--- config.mk ---
export PLATFORM = sky130hd
export DESIGN_NAME = box_edge_ray_sweep_collision_flat
export DESIGN_NICKNAME = d
export VERILOG_FILES = /design/src/hw/rtl/bers_pkg.sv /design/src/hw/rtl/bers_if.sv /design/src/hw/rtl/bers_div.sv /design/src/hw/rtl/bers_fan.sv /design/src/hw/rtl/box_edge_ray_sweep_collision.sv /design/src/flat_wrapper.sv
export SDC_FILE = /design/constraint.sdc
export NUM_CORES = 2
export LEC_CHECK = 0
export BUFFER_PORTS_ARGS = -buffer_cell sky130_fd_sc_hd__buf_4
export CORE_UTILIZATION = 60
export CTS_CLUSTER_SIZE = 20
export DETAILED_ROUTE_END_ITERATION = 10
export PLACE_DENSITY = 0.88
export SLEW_MARGIN = 30
export SYNTH_ARGS = -nofsm -noshare
export SYNTH_HDL_FRONTEND = slang
export SYNTH_HIERARCHICAL = 1
export SYNTH_SLANG_ARGS = --single-unit
--- constraint.sdc ---
create_clock -name clk -period 7.75 [get_ports clk]
set_input_delay 1.55 -clock clk [delete_from_list [all_inputs] [get_ports clk]]
set_output_delay 1.55 -clock clk [all_outputs]
set_load 0.1 [all_outputs]
--- src/hw/rtl/bers_pkg.sv ---
// ----------------------------------------------------------------------------
// Box edge ray sweep package
// Shared constants, request and response payloads, and the control groups
// that pass between the sweep controller, the serial divider and the fan scan.
// ----------------------------------------------------------------------------
`default_nettype none

package bers_pkg;

    localparam int COORD_BITS = 16;
    localparam int SIZE_BITS  = COORD_BITS - 1;
    localparam int FRAC_BITS  = 16;
    localparam int MAX_RAYS   = 16;
    localparam int NRAY_BITS  = 5;

    // Offsets along the sweep axis need two bits beyond a coordinate.
    localparam int DIFF_BITS  = COORD_BITS + 2;
    localparam int MAG_BITS   = DIFF_BITS - 1;
    localparam int DVD_BITS   = MAG_BITS + FRAC_BITS;
    localparam int QUO_BITS   = DVD_BITS + 2;
    localparam int CNT_BITS   = $clog2(DVD_BITS + 1);

    // Fan bounds relative to the moving box min, and their scaled forms.
    localparam int OFF_BITS   = COORD_BITS + 3;
    localparam int RIDX_BITS  = $clog2(MAX_RAYS);
    localparam int SCL_BITS   = OFF_BITS + RIDX_BITS + 2;
    localparam int ACC_BITS   = SIZE_BITS + RIDX_BITS + 1;

    typedef struct packed {
        logic                         op;
        logic                         near_side;
        logic signed [COORD_BITS-1:0] source_x;
        logic signed [COORD_BITS-1:0] source_y;
        logic [SIZE_BITS-1:0]         source_w;
        logic [SIZE_BITS-1:0]         source_h;
        logic signed [COORD_BITS-1:0] dest_x;
        logic signed [COORD_BITS-1:0] dest_y;
        logic [SIZE_BITS-1:0]         dest_w;
        logic [SIZE_BITS-1:0]         dest_h;
        logic signed [COORD_BITS-1:0] ray_length;
    } bers_req_t;

    typedef struct packed {
        logic                         hit;
        logic signed [COORD_BITS-1:0] diff_x;
        logic signed [COORD_BITS-1:0] diff_y;
    } bers_rsp_t;

    typedef struct packed {
        logic                  start;
        logic [DVD_BITS-1:0]   dividend;
        logic [COORD_BITS-1:0] divisor;
    } bers_div_req_t;

    typedef struct packed {
        logic                done;
        logic [DVD_BITS-1:0] quo;
        logic                rem_nz;
    } bers_div_rsp_t;

    typedef struct packed {
        logic                       start;
        logic [NRAY_BITS-1:0]       nrays;
        logic [SIZE_BITS-1:0]       size;
        logic signed [OFF_BITS-1:0] lo_off;
        logic signed [OFF_BITS-1:0] hi_off;
    } bers_fan_req_t;

    typedef struct packed {
        logic busy;
        logic any;
    } bers_fan_rsp_t;

endpackage

`default_nettype wire

--- src/hw/rtl/bers_if.sv ---
// ----------------------------------------------------------------------------
// Box edge ray sweep channels
// Valid/ready channels for requests, responses and the ray count register.
// ----------------------------------------------------------------------------
`default_nettype none

interface bers_req_if;
    import bers_pkg::*;
    logic      valid;
    logic      ready;
    bers_req_t data;
    modport source (output valid, output data, input ready);
    modport sink   (input valid, input data, output ready);
endinterface

interface bers_rsp_if;
    import bers_pkg::*;
    logic      valid;
    logic      ready;
    bers_rsp_t data;
    modport source (output valid, output data, input ready);
    modport sink   (input valid, input data, output ready);
endinterface

interface bers_cfg_if;
    import bers_pkg::*;
    logic                 valid;
    logic                 ready;
    logic [NRAY_BITS-1:0] data;
    modport source (output valid, output data, input ready);
    modport sink   (input valid, input data, output ready);
endinterface

`default_nettype wire

--- src/hw/rtl/bers_div.sv ---
// ----------------------------------------------------------------------------
// Box edge ray sweep serial divider
// Restoring unsigned divider that retires one quotient bit per cycle.
// ----------------------------------------------------------------------------
`default_nettype none

module bers_div
    import bers_pkg::*;
(
    input  wire logic    clk,
    input  wire logic    rst_n,
    input  bers_div_req_t req,
    output bers_div_rsp_t rsp
);

    logic                  busy_reg, busy_next;
    logic                  done_reg, done_next;
    logic [CNT_BITS-1:0]   cnt_reg, cnt_next;
    logic [DVD_BITS-1:0]   sh_reg, sh_next;
    logic [COORD_BITS:0]   rem_reg, rem_next;
    logic [COORD_BITS-1:0] dv_reg, dv_next;
    logic [COORD_BITS:0]   trial;
    logic                  qbit;

    always_comb
    begin
        busy_next = busy_reg;
        done_next = 1'b0;
        cnt_next  = cnt_reg;
        sh_next   = sh_reg;
        rem_next  = rem_reg;
        dv_next   = dv_reg;
        // The dividend leaves the shift register from the top while the
        // quotient bits enter at the bottom.
        trial = {rem_reg[COORD_BITS-1:0], sh_reg[DVD_BITS-1]};
        qbit  = (trial >= {1'b0, dv_reg});
        if (busy_reg)
        begin
            rem_next = qbit ? (trial - {1'b0, dv_reg}) : trial;
            sh_next  = {sh_reg[DVD_BITS-2:0], qbit};
            cnt_next = cnt_reg - 1'b1;
            if (cnt_reg == CNT_BITS'(1))
            begin
                busy_next = 1'b0;
                done_next = 1'b1;
            end
        end
        else if (req.start)
        begin
            busy_next = 1'b1;
            cnt_next  = CNT_BITS'(DVD_BITS);
            sh_next   = req.dividend;
            rem_next  = '0;
            dv_next   = req.divisor;
        end
    end

    always_ff @(posedge clk or negedge rst_n)
    begin
        if (!rst_n)
        begin
            busy_reg <= 1'b0;
            done_reg <= 1'b0;
            cnt_reg  <= '0;
        end
        else
        begin
            busy_reg <= busy_next;
            done_reg <= done_next;
            cnt_reg  <= cnt_next;
        end
    end

    always_ff @(posedge clk)
    begin
        sh_reg  <= sh_next;
        rem_reg <= rem_next;
        dv_reg  <= dv_next;
    end

    assign rsp.done   = done_reg;
    assign rsp.quo    = sh_reg;
    assign rsp.rem_nz = (rem_reg != '0);

endmodule

`default_nettype wire

--- src/hw/rtl/bers_fan.sv ---
// ----------------------------------------------------------------------------
// Box edge ray sweep fan scan
// Walks the rays across the fan axis, one ray per cycle, and reports whether
// any ray origin lies inside the target box span on that axis.
// ----------------------------------------------------------------------------
`default_nettype none

module bers_fan
    import bers_pkg::*;
(
    input  wire logic    clk,
    input  wire logic    rst_n,
    input  bers_fan_req_t req,
    output bers_fan_rsp_t rsp
);

    typedef enum logic [1:0] {
        FS_IDLE,
        FS_SCALE,
        FS_SCAN
    } fan_state_t;

    fan_state_t                 state_reg, state_next;
    logic                       any_reg, any_next;
    logic [RIDX_BITS-1:0]       ridx_reg, ridx_next;
    logic [RIDX_BITS-1:0]       last_reg, last_next;
    logic [ACC_BITS-1:0]        acc_reg, acc_next;
    logic [NRAY_BITS-1:0]       n_reg, n_next;
    logic [SIZE_BITS-1:0]       size_reg, size_next;
    logic signed [OFF_BITS-1:0] lo_reg, lo_next;
    logic signed [OFF_BITS-1:0] hi_reg, hi_next;
    logic signed [SCL_BITS-1:0] lom_reg, lom_next;
    logic signed [SCL_BITS-1:0] him_reg, him_next;
    logic [NRAY_BITS-1:0]       span;
    logic signed [SCL_BITS-1:0] acc_s;

    // A ray at step k sits inside when lo <= floor(k*size/span) <= hi, which
    // holds exactly when lo*span <= k*size < (hi+1)*span.
    always_comb
    begin
        state_next = state_reg;
        any_next   = any_reg;
        ridx_next  = ridx_reg;
        last_next  = last_reg;
        acc_next   = acc_reg;
        n_next     = n_reg;
        size_next  = size_reg;
        lo_next    = lo_reg;
        hi_next    = hi_reg;
        lom_next   = lom_reg;
        him_next   = him_reg;
        span       = n_reg - 1'b1;
        acc_s      = $signed({{(SCL_BITS-ACC_BITS){1'b0}}, acc_reg});
        case (state_reg)
            FS_IDLE:
            begin
                if (req.start)
                begin
                    n_next     = req.nrays;
                    size_next  = req.size;
                    lo_next    = req.lo_off;
                    hi_next    = req.hi_off;
                    state_next = FS_SCALE;
                end
            end
            FS_SCALE:
            begin
                lom_next  = SCL_BITS'(lo_reg) * $signed({1'b0, span});
                him_next  = (SCL_BITS'(hi_reg) + SCL_BITS'(1)) * $signed({1'b0, span});
                ridx_next = '0;
                last_next = span[RIDX_BITS-1:0];
                acc_next  = '0;
                if (n_reg == '0)
                begin
                    any_next   = 1'b0;
                    state_next = FS_IDLE;
                end
                else if (n_reg == NRAY_BITS'(1))
                begin
                    any_next   = (lo_reg <= 0) && (hi_reg >= 0);
                    state_next = FS_IDLE;
                end
                else
                begin
                    any_next   = 1'b0;
                    state_next = FS_SCAN;
                end
            end
            FS_SCAN:
            begin
                if ((acc_s >= lom_reg) && (acc_s < him_reg))
                begin
                    any_next = 1'b1;
                end
                acc_next  = acc_reg + ACC_BITS'(size_reg);
                ridx_next = ridx_reg + 1'b1;
                if (ridx_reg == last_reg)
                begin
                    state_next = FS_IDLE;
                end
            end
            default:
            begin
                state_next = FS_IDLE;
            end
        endcase
    end

    always_ff @(posedge clk or negedge rst_n)
    begin
        if (!rst_n)
        begin
            state_reg <= FS_IDLE;
            any_reg   <= 1'b0;
        end
        else
        begin
            state_reg <= state_next;
            any_reg   <= any_next;
        end
    end

    always_ff @(posedge clk)
    begin
        ridx_reg <= ridx_next;
        last_reg <= last_next;
        acc_reg  <= acc_next;
        n_reg    <= n_next;
        size_reg <= size_next;
        lo_reg   <= lo_next;
        hi_reg   <= hi_next;
        lom_reg  <= lom_next;
        him_reg  <= him_next;
    end

    assign rsp.busy = (state_reg != FS_IDLE);
    assign rsp.any  = any_reg;

endmodule

`default_nettype wire

--- src/hw/rtl/box_edge_ray_sweep_collision.sv ---
// ----------------------------------------------------------------------------
// Box edge ray sweep collision
// Casts a fan of parallel rays from one edge of a moving box and clips them
// against a target box, reporting a hit and the offset to the entry point.
// ----------------------------------------------------------------------------
// The block takes one request at a time. For a nonzero ray length the two
// slab fractions on the sweep axis come from a shared bit-serial divider at
// one quotient bit per cycle, the second division launched as soon as the
// first finishes, and the fan scan over up to sixteen rays runs beside the
// first division, one ray per cycle. The evaluate, multiply and load states
// then evaluate the hit, scale the entry offset and load the output register.
// For a zero ray length the divider is skipped and the evaluation waits only
// for the fan scan, whose ray count is capped at sixteen. A finished response
// sits in an output register, so a new request is accepted while the previous
// response waits to be taken.
// The ray count register may be written at any time the block is idle; a
// value above sixteen casts sixteen rays and zero casts none.
`default_nettype none

module box_edge_ray_sweep_collision
    import bers_pkg::*;
(
    input  wire logic  clk,
    input  wire logic  rst_n,
    bers_req_if.sink   req,
    bers_rsp_if.source rsp,
    bers_cfg_if.sink   cfg
);

    typedef enum logic [2:0] {
        ST_IDLE,
        ST_START,
        ST_DIVA,
        ST_DIVB,
        ST_EVAL,
        ST_MUL,
        ST_LOAD
    } state_t;

    localparam logic signed [QUO_BITS-1:0] ONE_Q = QUO_BITS'(1) <<< FRAC_BITS;
    localparam int PROD_BITS = COORD_BITS + FRAC_BITS + 2;

    state_t                      state_reg, state_next;
    bers_req_t                   item_reg, item_next;
    logic [NRAY_BITS-1:0]        num_rays_reg, num_rays_next;
    logic signed [QUO_BITS-1:0]  qa_reg, qa_next;
    logic signed [QUO_BITS-1:0]  qb_reg, qb_next;
    logic                        hit_reg, hit_next;
    logic [FRAC_BITS:0]          flo_reg, flo_next;
    logic signed [PROD_BITS-1:0] prod_reg, prod_next;
    logic                        out_valid_reg, out_valid_next;
    bers_rsp_t                   out_data_reg, out_data_next;

    bers_div_req_t div_req;
    bers_div_rsp_t div_rsp;
    bers_fan_req_t fan_req;
    bers_fan_rsp_t fan_rsp;

    // Geometry chosen by the sweep axis: s is the sweep axis, f the fan axis.
    logic signed [COORD_BITS:0]    os;
    logic signed [COORD_BITS:0]    lo_s, hi_s;
    logic signed [DIFF_BITS-1:0]   diff_a, diff_b, diff_sel;
    logic [MAG_BITS-1:0]           mag_sel;
    logic [COORD_BITS-1:0]         len_mag;
    logic                          len_zero;
    logic signed [QUO_BITS-1:0]    q_mag, q_signed;
    logic                          q_neg;
    logic signed [QUO_BITS-1:0]    qmin, qmax, fl, fh;
    logic                          sweep_ok;
    logic [COORD_BITS-1:0]         diff_s;
    logic signed [COORD_BITS-1:0]  s_min, f_min, d_s, d_f;
    logic [SIZE_BITS-1:0]          s_size, f_size, ds_size, df_size;
    logic [NRAY_BITS-1:0]          n_eff;

    always_comb
    begin
        s_min   = item_reg.op ? item_reg.source_x : item_reg.source_y;
        f_min   = item_reg.op ? item_reg.source_y : item_reg.source_x;
        s_size  = item_reg.op ? item_reg.source_w : item_reg.source_h;
        f_size  = item_reg.op ? item_reg.source_h : item_reg.source_w;
        d_s     = item_reg.op ? item_reg.dest_x : item_reg.dest_y;
        d_f     = item_reg.op ? item_reg.dest_y : item_reg.dest_x;
        ds_size = item_reg.op ? item_reg.dest_w : item_reg.dest_h;
        df_size = item_reg.op ? item_reg.dest_h : item_reg.dest_w;

        // Every ray starts on the chosen edge of the sweep axis.
        os   = (COORD_BITS+1)'(s_min)
               + (item_reg.near_side ? '0 : $signed({2'b00, s_size}));
        lo_s = (COORD_BITS+1)'(d_s);
        hi_s = (COORD_BITS+1)'(d_s) + $signed({2'b00, ds_size});

        diff_a   = DIFF_BITS'(lo_s) - DIFF_BITS'(os);
        diff_b   = DIFF_BITS'(hi_s) - DIFF_BITS'(os);
        len_zero = (item_reg.ray_length == '0);
        len_mag  = item_reg.ray_length[COORD_BITS-1] ? COORD_BITS'(-item_reg.ray_length)
                                                    : item_reg.ray_length;

        // The first division is launched from the start state, the second
        // as soon as the first one finishes.
        diff_sel = (state_reg == ST_START) ? diff_a : diff_b;
        mag_sel  = diff_sel[DIFF_BITS-1] ? MAG_BITS'(-diff_sel) : MAG_BITS'(diff_sel);

        // Floor division: a negative quotient with a remainder rounds down.
        // The sign combines the numerator of the division that just finished with the ray length sign.
        q_neg    = ((state_reg == ST_DIVA) ? diff_a[DIFF_BITS-1] : diff_b[DIFF_BITS-1])
                   ^ item_reg.ray_length[COORD_BITS-1];
        q_mag    = $signed({2'b00, div_rsp.quo});
        q_signed = q_neg ? (-q_mag - QUO_BITS'(div_rsp.rem_nz)) : q_mag;

        qmin = (qa_reg < qb_reg) ? qa_reg : qb_reg;
        qmax = (qa_reg < qb_reg) ? qb_reg : qa_reg;
        fl   = (qmin > 0) ? qmin : '0;
        fh   = (qmax < ONE_Q) ? qmax : ONE_Q;
        if (len_zero)
        begin
            // A zero length segment only passes when its origin is inside.
            sweep_ok = (lo_s <= os) && (os <= hi_s);
        end
        else
        begin
            sweep_ok = !(qmax < 0) && !(qmin > ONE_Q) && (fl <= fh) && (fl < ONE_Q);
        end

        n_eff = (num_rays_reg > NRAY_BITS'(MAX_RAYS)) ? NRAY_BITS'(MAX_RAYS)
                                                      : num_rays_reg;
        diff_s = prod_reg[FRAC_BITS+COORD_BITS-1:FRAC_BITS];
    end

    assign div_req.start    = ((state_reg == ST_START) && !len_zero)
                              || ((state_reg == ST_DIVA) && div_rsp.done);
    assign div_req.dividend = {mag_sel, {FRAC_BITS{1'b0}}};
    assign div_req.divisor  = len_mag;

    assign fan_req.start  = (state_reg == ST_START);
    assign fan_req.nrays  = n_eff;
    assign fan_req.size   = f_size;
    assign fan_req.lo_off = OFF_BITS'(d_f) - OFF_BITS'(f_min);
    assign fan_req.hi_off = OFF_BITS'(d_f) + $signed({4'b0000, df_size}) - OFF_BITS'(f_min);

    bers_div u_div
    (
        .clk   (clk),
        .rst_n (rst_n),
        .req   (div_req),
        .rsp   (div_rsp)
    );

    bers_fan u_fan
    (
        .clk   (clk),
        .rst_n (rst_n),
        .req   (fan_req),
        .rsp   (fan_rsp)
    );

    always_comb
    begin
        state_next     = state_reg;
        item_next      = item_reg;
        num_rays_next  = num_rays_reg;
        qa_next        = qa_reg;
        qb_next        = qb_reg;
        hit_next       = hit_reg;
        flo_next       = flo_reg;
        prod_next      = prod_reg;
        out_valid_next = out_valid_reg;
        out_data_next  = out_data_reg;

        if (cfg.valid)
        begin
            num_rays_next = cfg.data;
        end
        if (out_valid_reg && rsp.ready)
        begin
            out_valid_next = 1'b0;
        end

        case (state_reg)
            ST_IDLE:
            begin
                if (req.valid)
                begin
                    item_next  = req.data;
                    state_next = ST_START;
                end
            end
            ST_START:
            begin
                qa_next    = '0;
                qb_next    = '0;
                state_next = len_zero ? ST_EVAL : ST_DIVA;
            end
            ST_DIVA:
            begin
                if (div_rsp.done)
                begin
                    qa_next    = q_signed;
                    state_next = ST_DIVB;
                end
            end
            ST_DIVB:
            begin
                if (div_rsp.done)
                begin
                    qb_next    = q_signed;
                    state_next = ST_EVAL;
                end
            end
            ST_EVAL:
            begin
                if (!fan_rsp.busy)
                begin
                    hit_next   = sweep_ok && fan_rsp.any;
                    flo_next   = len_zero ? '0 : fl[FRAC_BITS:0];
                    state_next = ST_MUL;
                end
            end
            ST_MUL:
            begin
                prod_next  = PROD_BITS'(item_reg.ray_length)
                             * $signed({1'b0, flo_reg});
                state_next = ST_LOAD;
            end
            ST_LOAD:
            begin
                if (!out_valid_reg || rsp.ready)
                begin
                    out_valid_next       = 1'b1;
                    out_data_next.hit    = hit_reg;
                    out_data_next.diff_x = (hit_reg && item_reg.op) ? diff_s : '0;
                    out_data_next.diff_y = (hit_reg && !item_reg.op) ? diff_s : '0;
                    state_next           = ST_IDLE;
                end
            end
            default:
            begin
                state_next = ST_IDLE;
            end
        endcase
    end

    always_ff @(posedge clk or negedge rst_n)
    begin
        if (!rst_n)
        begin
            state_reg     <= ST_IDLE;
            num_rays_reg  <= NRAY_BITS'(3);
            out_valid_reg <= 1'b0;
        end
        else
        begin
            state_reg     <= state_next;
            num_rays_reg  <= num_rays_next;
            out_valid_reg <= out_valid_next;
        end
    end

    always_ff @(posedge clk)
    begin
        item_reg     <= item_next;
        qa_reg       <= qa_next;
        qb_reg       <= qb_next;
        hit_reg      <= hit_next;
        flo_reg      <= flo_next;
        prod_reg     <= prod_next;
        out_data_reg <= out_data_next;
    end

    assign req.ready = (state_reg == ST_IDLE);
    assign cfg.ready = 1'b1;
    assign rsp.valid = out_valid_reg;
    assign rsp.data  = out_data_reg;

    // A miss always reports a zero offset.
    assert property (@(posedge clk) disable iff (!rst_n)
        rsp.valid && !rsp.data.hit |-> rsp.data.diff_x == '0 && rsp.data.diff_y == '0)
        else $error("miss response carries a nonzero offset");

    // The divider only finishes while the controller waits for it.
    assert property (@(posedge clk) disable iff (!rst_n)
        div_rsp.done |-> state_reg == ST_DIVA || state_reg == ST_DIVB)
        else $error("divider finished outside a division state");

    // Loading the output register always presents a response next cycle.
    assert property (@(posedge clk) disable iff (!rst_n)
        state_reg == ST_LOAD && state_next == ST_IDLE |=> rsp.valid)
        else $error("response lost on load");

    // The fan scan is never restarted while it is still running.
    assert property (@(posedge clk) disable iff (!rst_n)
        fan_req.start |-> !fan_rsp.busy)
        else $error("fan scan restarted while busy");

endmodule

`default_nettype wire
--- src/flat_wrapper.sv ---
// flat-port wrapper written by rule: the top's interface ports become plain ports
module box_edge_ray_sweep_collision_flat import bers_pkg::*;
  (clk, rst_n, req_valid, req_data, req_ready, rsp_valid, rsp_data, rsp_ready, cfg_valid, cfg_data, cfg_ready);
  bers_req_if req_i ();
  bers_rsp_if rsp_i ();
  bers_cfg_if cfg_i ();
  input  wire logic clk;
  input  wire logic rst_n;
  input wire logic [$bits(req_i.valid)-1:0] req_valid;
  input wire logic [$bits(req_i.data)-1:0] req_data;
  output wire logic [$bits(req_i.ready)-1:0] req_ready;
  output wire logic [$bits(rsp_i.valid)-1:0] rsp_valid;
  output wire logic [$bits(rsp_i.data)-1:0] rsp_data;
  input wire logic [$bits(rsp_i.ready)-1:0] rsp_ready;
  input wire logic [$bits(cfg_i.valid)-1:0] cfg_valid;
  input wire logic [$bits(cfg_i.data)-1:0] cfg_data;
  output wire logic [$bits(cfg_i.ready)-1:0] cfg_ready;
  assign req_i.valid = req_valid;
  assign req_i.data = req_data;
  assign req_ready = req_i.ready;
  assign rsp_valid = rsp_i.valid;
  assign rsp_data = rsp_i.data;
  assign rsp_i.ready = rsp_ready;
  assign cfg_i.valid = cfg_valid;
  assign cfg_i.data = cfg_data;
  assign cfg_ready = cfg_i.ready;
  box_edge_ray_sweep_collision u_core (.clk(clk), .rst_n(rst_n), .req(req_i), .rsp(rsp_i), .cfg(cfg_i));
endmodule
==> impl_metrics.csv <==
group,metric,value,unit
sta,clock.fmax,142,MHz
outcome,status,"finished, final reports clean",
yosys,yosysWarningCount,6,
route,drt_iter0_markers,2993,
yosys,ys_types,106,
cts,cts_tree,"yes",
floorplan,design.core.area,79000,sq um
route,wire_per_inst,20.1,um
floorplan,die_h,285,um
setup_path,reg2reg_depth,21,
final_layout,area_growth,9.50,%
setup_path,crit_type,"flip-flop to flip-flop",
grt,grt_overflow,0,
grt,grt_usage,30.3,%
sta,setup_tns,0,ns
placed_design,dp_hpwl,94700,um
route,wl,123000,um
setup_path,crit_path_start_kind,"flip-flop",
cts,cts_root_buf,"clkbuf_16",
setup_path,path_cells,"nand2_1 > fa_1 > inv_1 > fa_1 > inv_1 > fa_1 > fa_1 > fa_1 > inv_1 > fa_1 > ha_1 > a211oi_1 > nand2b_1 > a2111oi_2 > nand2_1 > a221oi_2 > o21ai_1 > o41ai_2 > o21bai_1 > a21oi_1 > xnor2_1",
grt,antenna_found_initial,2,
sta,fin_skew,0.0664,ns
cts,clock_sinks,501,
final_layout,final_core_util,66.4,%
route,antenna_left,0,
setup_path,crit_path_frequent_cell,"fa_1",
sta,tightest_slew,0.975,ns
yosys,synth.area.top_cells,"edfxtp_1 30%, fa_1 15%, ha_1 13%, inv_1 5.6%, nand2_1 3.1%",
final_layout,insertedDiodeCount,0,
setup_path,rr_endpoint,"u_core/prod_reg[31]$_DFFE_PN_",
job,maxCapViolCount,0,
yosys,synth_cells,4860,
cts,hold_buffers,0,
cts,path_clk_slew,0.06,ns
sta,period_needed,7.05,ns
grt,grt_pass1_wl,194000,um
final_layout,drive_gt1_share,9.81,%
setup_path,critPathMaxStageDelay,0.78,ns
final_layout,postLayoutCellArea,52500,sq um
final_layout,mostFrequentLayoutCell,"inv_1",
yosys,synth-main-ff-cell,"edfxtp_1",
route,vias,36100,
sta,finalSetupViolations,0,
final_layout,fill_cells,5871,
grt,grt_max_degree,66,
route,drc,0,
cts,insertion_delay,0.67,ns
sta,rsz0062_at_grt,"no",
setup_path,crit_end,"u_core/prod_reg[31]$_DFFE_PN_",
cts,cts_made_buffers,57,
final_layout,fin_nets,5988,
final_layout,multi_input_area,29700,sq um
yosys,synth-edff-count,481,
min_path,hold_path_class,"flip-flop to flip-flop",
yosys,yosysTopAreaCell,"edfxtp_1",
placed_design,gp_congestion,1.02,
setup_path,cp_data_arrival_time,7.41,ns
placed_design,io_buffer_count,186,
setup_path,worst-path-max-fanout,21,
sta,hold_violations,0,
yosys,synthArstFlopShare,3.99,%
final_layout,largest_register_ffs,142,
floorplan,row_count,103,
yosys,syn_avg_cell_area,9.86,sq um
sta,slew_violations,0,
yosys,ys_ff_latch,501,
setup_path,crit_start,"u_core/item_reg[1]$_DFFE_PP_",
cts,h-tree-depth,2,
pwr,ir_drop,0.145,mV
floorplan,die_w,285,um
cts,postCtsSetupBuffers,0,
setup_path,critPathCaptureType,"flip-flop",
yosys,syn-cell-area,47900,sq um
route,first_pass_iters,8,
pwr,power_density,116,nW/um^2
yosys,synth_top_area_share,30.2,%
floorplan,start_util,60.6,%
setup_path,required,8.11,ns
placed_design,dp_slack,0.783,ns
grt,grt_pass1_vias,36900,
yosys,yosysSeqAreaShare,31.2,%
floorplan,dieArea,81000,sq um
placed_design,dpl_cell_area,50300,sq um
final_layout,seqCellArea,15000,sq um
sta,fin_crit_sh,90.9,%
pwr,p_leak,24.0,nW
sta,setup_ws,0.705,ns
floorplan,io_pins,188,
sta,slew_headroom,34.1,%
route,viasPerCell,5.91,
cts,cts_resized,0,
final_layout,layout_common_cells,"719 x inv_1, 489 x ha_1, 481 x edfxtp_1, 402 x nand2_1, 385 x nor2_1",
setup_path,r2r_slack,0.70,ns
cts,clk_path_buf_depth,3,
setup_path,critPathSlowestCell,"edfxtp_1",
setup_path,rr_startpoint,"u_core/item_reg[1]$_DFFE_PP_",
==> worst min-delay path by stage <==
stage	start	to	slack, ns	depth (start not counted)
6_report	u_core/u_div/cnt_reg[5]$_DFFE_PN0P_	u_core/u_div/cnt_reg[5]$_DFFE_PN0P_	0.49	1
5_1_grt	u_core/num_rays_reg[2]$_DFFE_PN0P_	u_core/num_rays_reg[2]$_DFFE_PN0P_	0.53	1
2_1_floorplan	u_core/u_div/cnt_reg[5]$_DFFE_PN0P_	u_core/u_div/cnt_reg[5]$_DFFE_PN0P_	0.44	1
3_5_place_dp	u_core/u_div/cnt_reg[5]$_DFFE_PN0P_	u_core/u_div/cnt_reg[5]$_DFFE_PN0P_	0.47	1
3_3_place_gp	u_core/u_div/cnt_reg[5]$_DFFE_PN0P_	u_core/u_div/cnt_reg[5]$_DFFE_PN0P_	0.45	1
4_1_cts	u_core/u_div/cnt_reg[5]$_DFFE_PN0P_	u_core/u_div/cnt_reg[5]$_DFFE_PN0P_	0.49	1
==> report_power, final <==
group	switching [mW]	total, mW	internal, mW
Sequential	0.00237	2.94	2.94
Combinational	0.0276	0.0822	0.0546
Clock	1.24	3.08	1.84
Total	1.27	6.11	4.84
==> cells in the mapped netlist (all sizes together) (20+ instances only) <==
cell type,n
o211ai,24
nand3,76
buf,51
o21ai,138
ha,490
inv,720
and3,33
a31oi,26
o21bai,25
fa,347
nor4,29
clkbuf,107
o21a,39
edfxtp,481
mux2,103
a21o,127
or3,20
nand2b,63
a211oi,32
nor2b,112
xor2,72
xnor2,152
nand2,403
a21oi,203
nand4,43
nor2,386
mux2i,125
nor3,59
and2,153
==> worst max-delay path: cells and delay by family (launching register included) <==
kind | cells | cell delay (ns)
xor+xnor | 1 | 0.09
buf+inv | 3 | 0.17
fa+ha+maj | 7 | 3.38
flops | 1 | 0.78
compound gates | 7 | 1.87
simple gates | 3 | 0.46
==> layer usage <==
metal,up-vias,global-route usage (%),part of all wire [%]
met5,-,0,0.021
met4,4,11.3,3.7
met3,300,6.38,8.2
met2,1494,51.5,48
met1,17500,38.0,40
li1,16800,-,-
==> layout make-up <==
class	count	area share, %
sequential	501	28.5
timing repair buffer	222	3.18
clock buffer	65	2.80
inverter	720	5.16
tap	1050	2.50
clock inverter	43	1.27
multi-input combinational	3497	56.6
==> cell families (layout without fill, tap and decap cells) <==
| logic type | count (synthesis) | count (layout) | synth area share [%] |
|---|---|---|---|
| compound gates | 750 | 750 | 10.6 |
| xor+xnor | 224 | 224 | 4.13 |
| fa+ha+maj | 837 | 837 | 27.3 |
| buf+inv | 878 | 1050 | 7.04 |
| flops | 501 | 501 | 31.2 |
| mux | 228 | 228 | 5.09 |
| other cells | 2 | 18 | 0.0157 |
| simple gates | 1440 | 1440 | 14.6 |
==> through the flow <==
stage / power (mW) / hold slack [ns] / cells
after floorplan: 3.01 / 0.435 / 4876
after global placement: 3.08 / 0.455 / 5990
after detailed placement: 3.08 / 0.470 / 5990
after CTS: 6.14 / 0.486 / 6098
after global routing: 6.22 / 0.529 / 6098
final: 6.11 / 0.491 / 6098
Power figures use the tool's default switching activity.
